**config.mk**
```make
export PLATFORM = sky130hd
export DESIGN_NAME = deadline_command_queue
export DESIGN_NICKNAME = d
export VERILOG_FILES = /design/src/dcq_pkg.sv /design/src/deadline_command_queue.sv /design/src/dcq_cell.sv /design/src/dcq_chain.sv
export SDC_FILE = /design/constraint.sdc
export NUM_CORES = 2
export LEC_CHECK = 0
export BUFFER_PORTS_ARGS = -buffer_cell sky130_fd_sc_hd__buf_2
export CORE_ASPECT_RATIO = 0.7
export CORE_MARGIN = 8
export CORE_UTILIZATION = 40
export CTS_BUF_LIST = sky130_fd_sc_hd__clkbuf_16
export CTS_CLUSTER_DIAMETER = 150
export DETAILED_ROUTE_END_ITERATION = 8
export PLACE_DENSITY = 0.58
export SLEW_MARGIN = 10
export SYNTH_ARGS = -nofsm -noshare
export SYNTH_HDL_FRONTEND = slang
export SYNTH_SLANG_ARGS = --single-unit
```
**constraint.sdc**
```tcl
create_clock -name clk_i -period 7.85 [get_ports clk_i]
set_clock_uncertainty 0.15 [all_clocks]
set_input_delay 1.57 -clock clk_i [delete_from_list [all_inputs] [get_ports clk_i]]
set_output_delay 1.57 -clock clk_i [all_outputs]
set_load 0.02 [all_outputs]
```
**src/dcq_pkg.sv**
```systemverilog
`default_nettype none

package dcq_pkg;

  localparam logic [1:0] CMD_ADD  = 2'd0;
  localparam logic [1:0] CMD_TICK = 2'd1;
  localparam logic [1:0] CMD_END  = 2'd2;

  localparam logic [1:0] TIM_ABS  = 2'd0;
  localparam logic [1:0] TIM_REL  = 2'd1;

  localparam logic STAT_FIRED   = 1'b0;
  localparam logic STAT_DROPPED = 1'b1;

  localparam logic CFG_PERSIST = 1'b0;
  localparam logic CFG_DEFREL  = 1'b1;

  typedef struct packed {
    logic [1:0]         cmd;
    logic [30:0]        current_tick;
    logic signed [31:0] target_tick;
    logic [1:0]         timing;
    logic [15:0]        command_id;
  } in_item_t;

  typedef struct packed {
    logic        status;
    logic [15:0] fired_id;
    logic        last;
  } out_item_t;

  typedef struct packed {
    logic add;
    logic step;
    logic keep;
    logic clr_ign;
  } chain_ctrl_t;

endpackage

`default_nettype wire

```
**src/deadline_command_queue.sv**
```systemverilog
// deadline command queue
// keeps up to SLOTS pending commands in insertion order, each with a deadline.
// input channel: in_valid_i / in_ready_o carry one in_item_i (add, tick or
// session end). output channel: out_valid_o / out_ready_i carry out_item_o.
// configuration: cfg_we_i writes cfg_data_i to register cfg_idx_i
// (0 persist_across_loads, 1 default_relative); the user must write it only while
// the block is idle, the block itself does not enforce it. an add writes the tail
// entry when accepted; a full table gives one dropped result on the next cycle.
// a tick or session end with stored entries is accepted, walks the row one entry
// at a time, and closes with a step that hands over the final fired item, if any.
// with an empty table no walk takes place.
// fired items come out of a registered output, the final one with last set;
// the walk holds while a fired entry waits on a full output register.
// a new item is taken only when the walk is done and the output register is
// empty or being read.
// reset empties the table and clears both configuration registers.
`default_nettype none

module deadline_command_queue #(
  parameter int SLOTS = 16,
  parameter int TICK_BITS = 32
) (
  input  wire logic              clk_i,
  input  wire logic              rst_ni,
  input  wire logic              in_valid_i,
  output logic                   in_ready_o,
  input  wire dcq_pkg::in_item_t in_item_i,
  output logic                   out_valid_o,
  input  wire logic              out_ready_i,
  output dcq_pkg::out_item_t     out_item_o,
  input  wire logic              cfg_we_i,
  input  wire logic              cfg_idx_i,
  input  wire logic              cfg_data_i
);

  localparam int CNT_W = $clog2(SLOTS + 1);
  localparam int SW = (TICK_BITS > 33) ? TICK_BITS : 33;

  typedef enum logic [1:0] {ST_IDLE, ST_RUN, ST_FLUSH} state_e;

  state_e             state_q, state_d;
  logic [CNT_W-1:0]   rem_q, rem_d, len;
  logic               op_tick_q, op_tick_d;
  logic [30:0]        now_q, now_d;
  logic               pend_valid_q, pend_valid_d;
  logic [15:0]        pend_id_q, pend_id_d;
  logic               out_valid_q, out_valid_d;
  dcq_pkg::out_item_t out_q, out_d;
  logic               persist_q, defrel_q;

  dcq_pkg::chain_ctrl_t ctrl;
  logic                 head_persist, head_ignore;
  logic [TICK_BITS-1:0] head_deadline;
  logic [15:0]          head_command;

  logic                    out_free, in_fire, full, rel, add_ignore, fire_head, step_ok;
  logic signed [SW-1:0]    sum, sat, hi, lo, now_in_ext, now_run_ext, head_ext;
  logic signed [TICK_BITS-1:0] head_s;
  logic [TICK_BITS-1:0]    add_deadline;

  assign out_free   = !out_valid_q || out_ready_i;
  assign in_ready_o = (state_q == ST_IDLE) && out_free;
  assign in_fire    = in_valid_i && in_ready_o;
  assign full       = (len == CNT_W'(SLOTS));

  // deadline of an add, saturated to the tick range
  always_comb begin
    unique case (in_item_i.timing)
      dcq_pkg::TIM_ABS: rel = 1'b0;
      dcq_pkg::TIM_REL: rel = 1'b1;
      default:          rel = defrel_q;
    endcase
  end

  assign hi         = {{(SW - TICK_BITS + 1){1'b0}}, {(TICK_BITS - 1){1'b1}}};
  assign lo         = ~hi;
  assign now_in_ext = SW'({1'b0, in_item_i.current_tick});
  assign sum        = SW'(in_item_i.target_tick) + (rel ? now_in_ext : '0);
  assign sat        = (sum > hi) ? hi : ((sum < lo) ? lo : sum);
  assign add_deadline = sat[TICK_BITS-1:0];
  assign add_ignore   = (now_in_ext >= sat);

  // due check on the head of the row
  assign head_s      = head_deadline;
  assign head_ext    = SW'(head_s);
  assign now_run_ext = SW'({1'b0, now_q});
  assign fire_head   = op_tick_q && (now_run_ext >= head_ext) && !head_ignore;
  assign step_ok     = !fire_head || !pend_valid_q || out_free;

  always_comb begin
    ctrl.add     = in_fire && (in_item_i.cmd == dcq_pkg::CMD_ADD) && !full;
    ctrl.step    = (state_q == ST_RUN) && step_ok;
    ctrl.keep    = op_tick_q ? !fire_head : head_persist;
    ctrl.clr_ign = !op_tick_q;
  end

  dcq_chain #(
    .SLOTS    (SLOTS),
    .TICK_BITS(TICK_BITS)
  ) u_chain (
    .clk_i          (clk_i),
    .rst_ni         (rst_ni),
    .ctrl_i         (ctrl),
    .add_persist_i  (persist_q),
    .add_ignore_i   (add_ignore),
    .add_deadline_i (add_deadline),
    .add_command_i  (in_item_i.command_id),
    .head_persist_o (head_persist),
    .head_ignore_o  (head_ignore),
    .head_deadline_o(head_deadline),
    .head_command_o (head_command),
    .len_o          (len)
  );

  always_comb begin
    state_d      = state_q;
    rem_d        = rem_q;
    op_tick_d    = op_tick_q;
    now_d        = now_q;
    pend_valid_d = pend_valid_q;
    pend_id_d    = pend_id_q;
    out_valid_d  = out_valid_q && !out_ready_i;
    out_d        = out_q;
    unique case (state_q)
      ST_IDLE: begin
        if (in_fire) begin
          case (in_item_i.cmd) inside
            dcq_pkg::CMD_ADD: begin
              if (full) begin
                out_valid_d    = 1'b1;
                out_d.status   = dcq_pkg::STAT_DROPPED;
                out_d.fired_id = in_item_i.command_id;
                out_d.last     = 1'b1;
              end
            end
            dcq_pkg::CMD_TICK, dcq_pkg::CMD_END: begin
              if (len != '0) begin
                state_d   = ST_RUN;
                rem_d     = len;
                op_tick_d = (in_item_i.cmd == dcq_pkg::CMD_TICK);
                now_d     = in_item_i.current_tick;
              end
            end
            default: begin
            end
          endcase
        end
      end
      ST_RUN: begin
        if (step_ok) begin
          rem_d = rem_q - CNT_W'(1);
          if (fire_head) begin
            if (pend_valid_q) begin
              out_valid_d    = 1'b1;
              out_d.status   = dcq_pkg::STAT_FIRED;
              out_d.fired_id = pend_id_q;
              out_d.last     = 1'b0;
            end
            pend_valid_d = 1'b1;
            pend_id_d    = head_command;
          end
          if (rem_q == CNT_W'(1)) begin
            state_d = ST_FLUSH;
          end
        end
      end
      ST_FLUSH: begin
        if (!pend_valid_q) begin
          state_d = ST_IDLE;
        end else if (out_free) begin
          out_valid_d    = 1'b1;
          out_d.status   = dcq_pkg::STAT_FIRED;
          out_d.fired_id = pend_id_q;
          out_d.last     = 1'b1;
          pend_valid_d   = 1'b0;
          state_d        = ST_IDLE;
        end
      end
      default: state_d = ST_IDLE;
    endcase
  end

  always_ff @(posedge clk_i or negedge rst_ni) begin
    if (!rst_ni) begin
      state_q      <= ST_IDLE;
      rem_q        <= '0;
      op_tick_q    <= 1'b0;
      now_q        <= '0;
      pend_valid_q <= 1'b0;
      pend_id_q    <= '0;
      out_valid_q  <= 1'b0;
      out_q        <= '0;
      persist_q    <= 1'b0;
      defrel_q     <= 1'b0;
    end else begin
      state_q      <= state_d;
      rem_q        <= rem_d;
      op_tick_q    <= op_tick_d;
      now_q        <= now_d;
      pend_valid_q <= pend_valid_d;
      pend_id_q    <= pend_id_d;
      out_valid_q  <= out_valid_d;
      out_q        <= out_d;
      if (cfg_we_i && (cfg_idx_i == dcq_pkg::CFG_PERSIST)) begin
        persist_q <= cfg_data_i;
      end
      if (cfg_we_i && (cfg_idx_i == dcq_pkg::CFG_DEFREL)) begin
        defrel_q <= cfg_data_i;
      end
    end
  end

  assign out_valid_o = out_valid_q;
  assign out_item_o  = out_q;

  a_idle_no_pend: assert property (@(posedge clk_i) disable iff (!rst_ni)
    (state_q == ST_IDLE) |-> !pend_valid_q)
    else $error("fired item left pending after walk");

  a_run_rem: assert property (@(posedge clk_i) disable iff (!rst_ni)
    (state_q == ST_RUN) |-> (rem_q != '0) && (rem_q <= len))
    else $error("walk count out of range");

  a_drop_result: assert property (@(posedge clk_i) disable iff (!rst_ni)
    (in_fire && (in_item_i.cmd == dcq_pkg::CMD_ADD) && full) |=>
      out_valid_q && (out_q.status == dcq_pkg::STAT_DROPPED) && out_q.last)
    else $error("full add did not report drop");

  a_drop_last: assert property (@(posedge clk_i) disable iff (!rst_ni)
    (out_valid_q && (out_q.status == dcq_pkg::STAT_DROPPED)) |-> out_q.last)
    else $error("drop result without last");

endmodule

`default_nettype wire

```
**src/dcq_cell.sv**
```systemverilog
`default_nettype none

module dcq_cell #(
  parameter int TICK_BITS = 32
) (
  input  wire logic                 clk_i,
  input  wire logic                 wr_i,
  input  wire logic                 shift_i,
  input  wire logic                 w_persist_i,
  input  wire logic                 w_ignore_i,
  input  wire logic [TICK_BITS-1:0] w_deadline_i,
  input  wire logic [15:0]          w_command_i,
  input  wire logic                 n_persist_i,
  input  wire logic                 n_ignore_i,
  input  wire logic [TICK_BITS-1:0] n_deadline_i,
  input  wire logic [15:0]          n_command_i,
  output logic                      persist_o,
  output logic                      ignore_o,
  output logic [TICK_BITS-1:0]      deadline_o,
  output logic [15:0]               command_o
);

  logic                 persist_q, ignore_q;
  logic [TICK_BITS-1:0] deadline_q;
  logic [15:0]          command_q;

  always_ff @(posedge clk_i) begin
    if (wr_i) begin
      persist_q  <= w_persist_i;
      ignore_q   <= w_ignore_i;
      deadline_q <= w_deadline_i;
      command_q  <= w_command_i;
    end else if (shift_i) begin
      persist_q  <= n_persist_i;
      ignore_q   <= n_ignore_i;
      deadline_q <= n_deadline_i;
      command_q  <= n_command_i;
    end
  end

  assign persist_o  = persist_q;
  assign ignore_o   = ignore_q;
  assign deadline_o = deadline_q;
  assign command_o  = command_q;

endmodule

`default_nettype wire

```
**src/dcq_chain.sv**
```systemverilog
`default_nettype none

module dcq_chain #(
  parameter int SLOTS = 16,
  parameter int TICK_BITS = 32,
  localparam int CNT_W = $clog2(SLOTS + 1)
) (
  input  wire logic                 clk_i,
  input  wire logic                 rst_ni,
  input  wire dcq_pkg::chain_ctrl_t ctrl_i,
  input  wire logic                 add_persist_i,
  input  wire logic                 add_ignore_i,
  input  wire logic [TICK_BITS-1:0] add_deadline_i,
  input  wire logic [15:0]          add_command_i,
  output logic                      head_persist_o,
  output logic                      head_ignore_o,
  output logic [TICK_BITS-1:0]      head_deadline_o,
  output logic [15:0]               head_command_o,
  output logic [CNT_W-1:0]          len_o
);

  logic [CNT_W-1:0]     len_q, len_d, ins_idx;
  logic                 w_persist, w_ignore;
  logic [TICK_BITS-1:0] w_deadline;
  logic [15:0]          w_command;
  logic                 persist_c [SLOTS];
  logic                 ignore_c [SLOTS];
  logic [TICK_BITS-1:0] deadline_c [SLOTS];
  logic [15:0]          command_c [SLOTS];

  // add appends at the tail, a kept head rotates to the end of the live region
  assign ins_idx    = ctrl_i.add ? len_q : len_q - CNT_W'(1);
  assign w_persist  = ctrl_i.add ? add_persist_i : persist_c[0];
  assign w_ignore   = ctrl_i.add ? add_ignore_i : (ignore_c[0] & ~ctrl_i.clr_ign);
  assign w_deadline = ctrl_i.add ? add_deadline_i : deadline_c[0];
  assign w_command  = ctrl_i.add ? add_command_i : command_c[0];

  for (genvar g = 0; g < SLOTS; g++) begin : g_cell
    logic                 wr, shift, n_persist, n_ignore;
    logic [TICK_BITS-1:0] n_deadline;
    logic [15:0]          n_command;

    assign wr    = (ctrl_i.add || (ctrl_i.step && ctrl_i.keep)) && (CNT_W'(g) == ins_idx);
    assign shift = ctrl_i.step && !wr;

    if (g == SLOTS - 1) begin : g_end
      assign n_persist  = persist_c[g];
      assign n_ignore   = ignore_c[g];
      assign n_deadline = deadline_c[g];
      assign n_command  = command_c[g];
    end else begin : g_mid
      assign n_persist  = persist_c[g+1];
      assign n_ignore   = ignore_c[g+1];
      assign n_deadline = deadline_c[g+1];
      assign n_command  = command_c[g+1];
    end

    dcq_cell #(
      .TICK_BITS(TICK_BITS)
    ) u_cell (
      .clk_i       (clk_i),
      .wr_i        (wr),
      .shift_i     (shift),
      .w_persist_i (w_persist),
      .w_ignore_i  (w_ignore),
      .w_deadline_i(w_deadline),
      .w_command_i (w_command),
      .n_persist_i (n_persist),
      .n_ignore_i  (n_ignore),
      .n_deadline_i(n_deadline),
      .n_command_i (n_command),
      .persist_o   (persist_c[g]),
      .ignore_o    (ignore_c[g]),
      .deadline_o  (deadline_c[g]),
      .command_o   (command_c[g])
    );
  end

  always_comb begin
    len_d = len_q;
    if (ctrl_i.add) begin
      len_d = len_q + CNT_W'(1);
    end else if (ctrl_i.step && !ctrl_i.keep) begin
      len_d = len_q - CNT_W'(1);
    end
  end

  always_ff @(posedge clk_i or negedge rst_ni) begin
    if (!rst_ni) begin
      len_q <= '0;
    end else begin
      len_q <= len_d;
    end
  end

  assign head_persist_o  = persist_c[0];
  assign head_ignore_o   = ignore_c[0];
  assign head_deadline_o = deadline_c[0];
  assign head_command_o  = command_c[0];
  assign len_o           = len_q;

  a_len_bound: assert property (@(posedge clk_i) disable iff (!rst_ni)
    len_q <= CNT_W'(SLOTS))
    else $error("entry count above capacity");

  a_no_add_full: assert property (@(posedge clk_i) disable iff (!rst_ni)
    ctrl_i.add |-> (len_q != CNT_W'(SLOTS)))
    else $error("add into full chain");

  a_no_step_empty: assert property (@(posedge clk_i) disable iff (!rst_ni)
    ctrl_i.step |-> (len_q != '0) && !ctrl_i.add)
    else $error("step on empty chain");

endmodule

`default_nettype wire
```
==> flow_metrics.tcl <==
set metrics [dict create \
    status "finished, final reports clean" \
    slew_headroom_pct 29.6 \
    leakagePower_nw 17.8 \
    synth_top_area_cell "edfxtp_1" \
    finalSetupViolations 0 \
    finalHoldViolCount 0 \
    portBuffers 109 \
    cap_violations 0 \
    final_cell_area_mm2 0.0464 \
    remaining_drc_errors 0 \
    wl_per_cell_um 22.8 \
    grt_max_degree 99 \
    ys_seq_elements 882 \
    syn2layout_area_growth_pct 12.8 \
    cts_tree "yes" \
    crit_buf_inv 4 \
    fmax_mhz 146 \
    grt_use_total_pct 18.6 \
    avgSynthCellArea_um2 12.9 \
    die_area_mm2 0.114 \
    pwr-share-seq_pct 45.0 \
    min_path_type "reg -> reg" \
    dr_total_vias 25800 \
    cp.arrival_ns 7.10 \
    viasPerCell 5.46 \
    overflow 0 \
    yosysSeqAreaShare_pct 63.3 \
    ios 110 \
    die_height_um 284 \
    cts-hold-fix-buffers 0 \
    synth_edf_count 800 \
    coreArea_mm2 0.102 \
    place.gp.congestion 0.859 \
    powerDensity_mw_per_mm2 460 \
    grt_pass1_vias 24900 \
    timing.final.crit_period_ns 6.83 \
    slowest_stage "nor4_2" \
    startpoint "in_item_i[17]" \
    tightestPinTransition_ns 1.06 \
    crit_type "in -> reg" \
    switchingPower_mw 7.62 \
    async_flop_share_pct 9.30 \
    cts.repair.resized 0 \
    die_w_um 399 \
    antenna_left 0 \
    cts_buffer_depth 3 \
    dpl-instance-area_mm2 0.0435 \
    core.rowCount 98 \
    required_ns 8.12 \
    cts_max_level 3 \
    drive_above_1_share_pct 23.9 \
    start_util_pct 40.3 \
    final_nets 3499 \
    drt_iter0_drc 2419 \
    dp_hpwl_um 67100 \
    cts.sinks 882 \
    end_kind "flip-flop" \
    yosys_warnings 0 \
    ir_worst_vdd_uv 368 \
    clkLatencyLatePin_ns 0.67 \
    grt_pass1_wl_um 162000 \
    cts_buffers 90 \
    cts_setup_buffers 0 \
    dr.pass1.iters 5 \
    r2r_start "defrel_q$_DFFE_PN0P_" \
    post-place-cells 4560 \
    critical_path.cell_chain "buf_2, mux2i_4, buf_4, nor2b_1, ha_1, nand2_1, nor4_2, a221oi_2, o21ai_1, a41o_4, or2_1, buf_4, a21oi_1, ha_1, a21o_1, a21oi_1, nor2b_1, o31ai_1, a31oi_1, o31ai_1, a41o_1, inv_1, mux2_1" \
    yosys-top-cells-area "edfxtp_1, mux2_2, o21ai_0, dfrtp_1, nand2_1" \
    mostFrequentLayoutCell "edfxtp_1" \
    intPower_mw 13.7 \
    layout_common_cells "edfxtp_1, nand2_1, o21ai_0" \
    num-fill-cells 9177 \
    p_sw_share_pct 35.7 \
    cts_root_buffer "clkbuf_16" \
    synth-main-ff-cell "edfxtp_1" \
    routed_wl_um 108000 \
    syn_inst 3185 \
    finalCritPeriodShare_pct 87.1 \
    synth_cell_types 91 \
    crit_family "compound AO/OA/AOI/OAI gates" \
    report.final.slew_viol_count 0 \
    p_clk_share_pct 20.1 \
    setup-tns-final_ns 0 \
    worstPathMaxFanout 25 \
    synth_fp_nets 3382 \
    finalNonFillerCells 4724 \
    cp-start-kind "input pin" \
    path_clk_slew_ns 0.06 \
    slowest_delay_ns 0.52 \
    synth_top_area_share_pct 58.3 \
    hold_start "out_item_o[0]$_DFFE_PN0P_" \
    rsz0062_at_grt "false" \
    comb_power_share_pct 34.9 \
    antenna_found_initial 4 \
    synthesis.area_mm2 0.0412 \
]
## metrics by stage
stage	hold WS [ns]	total power [mW]	setup slack (ns)	utilization [%]
2_1_floorplan	0.300	14.3	0.212	-
3_3_place_gp	0.308	17.0	0.467	42.6
3_5_place_dp	0.315	17.1	0.354	42.6
4_1_cts	0.329	21.5	1.09	45.5
5_1_grt	0.364	22.6	0.609	45.5
6_report	0.320	21.3	1.02	45.5
## worst paths after layout
kind / endpoint / slack (ns) / cells after the start
setup reg to reg: u_chain.g_cell[13].u_cell.ignore_o$_DFFE_PP_ / 1.72 / 22
max in group asynchronous: now_q[0]$_DFFE_PN0P_ / 5.67 / 2
hold / removal: out_item_o[0]$_DFFE_PN0P_ / 0.32 / 2
setup / recovery: u_chain.g_cell[13].u_cell.ignore_o$_DFFE_PP_ / 1.02 / 23
min in group asynchronous: now_q[15]$_DFFE_PN0P_ / 0.67 / 1
hold reg to reg: out_item_o[0]$_DFFE_PN0P_ / 0.32 / 2
## area by class of cell
type	count	area (um^2)	share of cell area (%)
Antenna cell	5	12.5	0.0269
Clock buffer	91	2280	4.90
Multi-Input combinational cell	2008	14000	30.1
Timing Repair Buffer	185	1240	2.68
Clock inverter	68	643	1.38
Sequential cell	882	26100	56.1
Tap cell	1350	1690	3.64
Inverter	135	509	1.10
## synthesized netlist by cell type, drive strengths merged, types with 28 or more instances
cell      n
mux2    416
nor2     93
ha      106
clkbuf   89
edfxtp  800
o21ai   462
buf      71
nor2b    41
inv     135
a21oi   101
a21o     28
nand2   509
dfrtp    82
## power by group through the flow
stage | registers (mW) | clock network (mW) | logic [mW]
finish | 9.60 | 4.30 | 7.45
global route | 9.83 | 4.56 | 8.20
CTS | 9.59 | 4.39 | 7.50
detailed placement | 9.67 | 0 | 7.46
global placement | 9.60 | 0 | 7.36
floorplan | 9.65 | 0 | 4.62
## per-layer routing
| layer | part of all wire (%) | GRT usage, % | vias up |
|---|---|---|---|
| li1 | - | - | 11900 |
| met1 | 50 | 29.5 | 13000 |
| met2 | 42 | 26.9 | 764 |
| met3 | 6.5 | 2.91 | 121 |
| met4 | 1.7 | 3.57 | 0 |
| met5 | 0 | 0 | - |
## registers in the layout, summed over array words and instances, names as in the netlist
name,count
op_tick_q,1
out_valid_o,1
defrel_q,1
rem_q,5
pend_valid_q,1
out_item_o,18
persist_q,1
now_q,31
pend_id_q,16
u_chain.g_cell.u_cell.deadline_o,512
state_q,2
u_chain.g_cell.u_cell.persist_o,16
u_chain.g_cell.u_cell.ignore_o,16
u_chain.g_cell.u_cell.command_o,256
u_chain.len_o,5
## cell families after synthesis
logic type               share of synthesized area (%)
AND/OR/NAND/NOR                                   7.56
XOR/XNOR                                         0.699
adder cells (fa/ha/maj)                           3.27
multiplexers                                      11.5
flip-flops                                        63.3
buffers and inverters                             3.14
AO/OA/AOI/OAI                                     10.5
## worst register-to-register path, cell delays in order, from the launching register on
cell and delay (ns):
dfrtp_1 0.40, mux2i_4 0.23, buf_4 0.34, nor2b_1 0.10, ha_1 0.44, nand2_1 0.20
nor4_2 0.52, a221oi_2 0.15, o21ai_1 0.25, a41o_4 0.28, or2_1 0.18, buf_4 0.31
a21oi_1 0.13, ha_1 0.32, a21o_1 0.16, a21oi_1 0.14, nor2b_1 0.06, o31ai_1 0.23
a31oi_1 0.15, o31ai_1 0.24, a41o_1 0.37, inv_1 0.21, mux2_1 0.33
No activity file was read; power rests on OpenSTA's default activity.
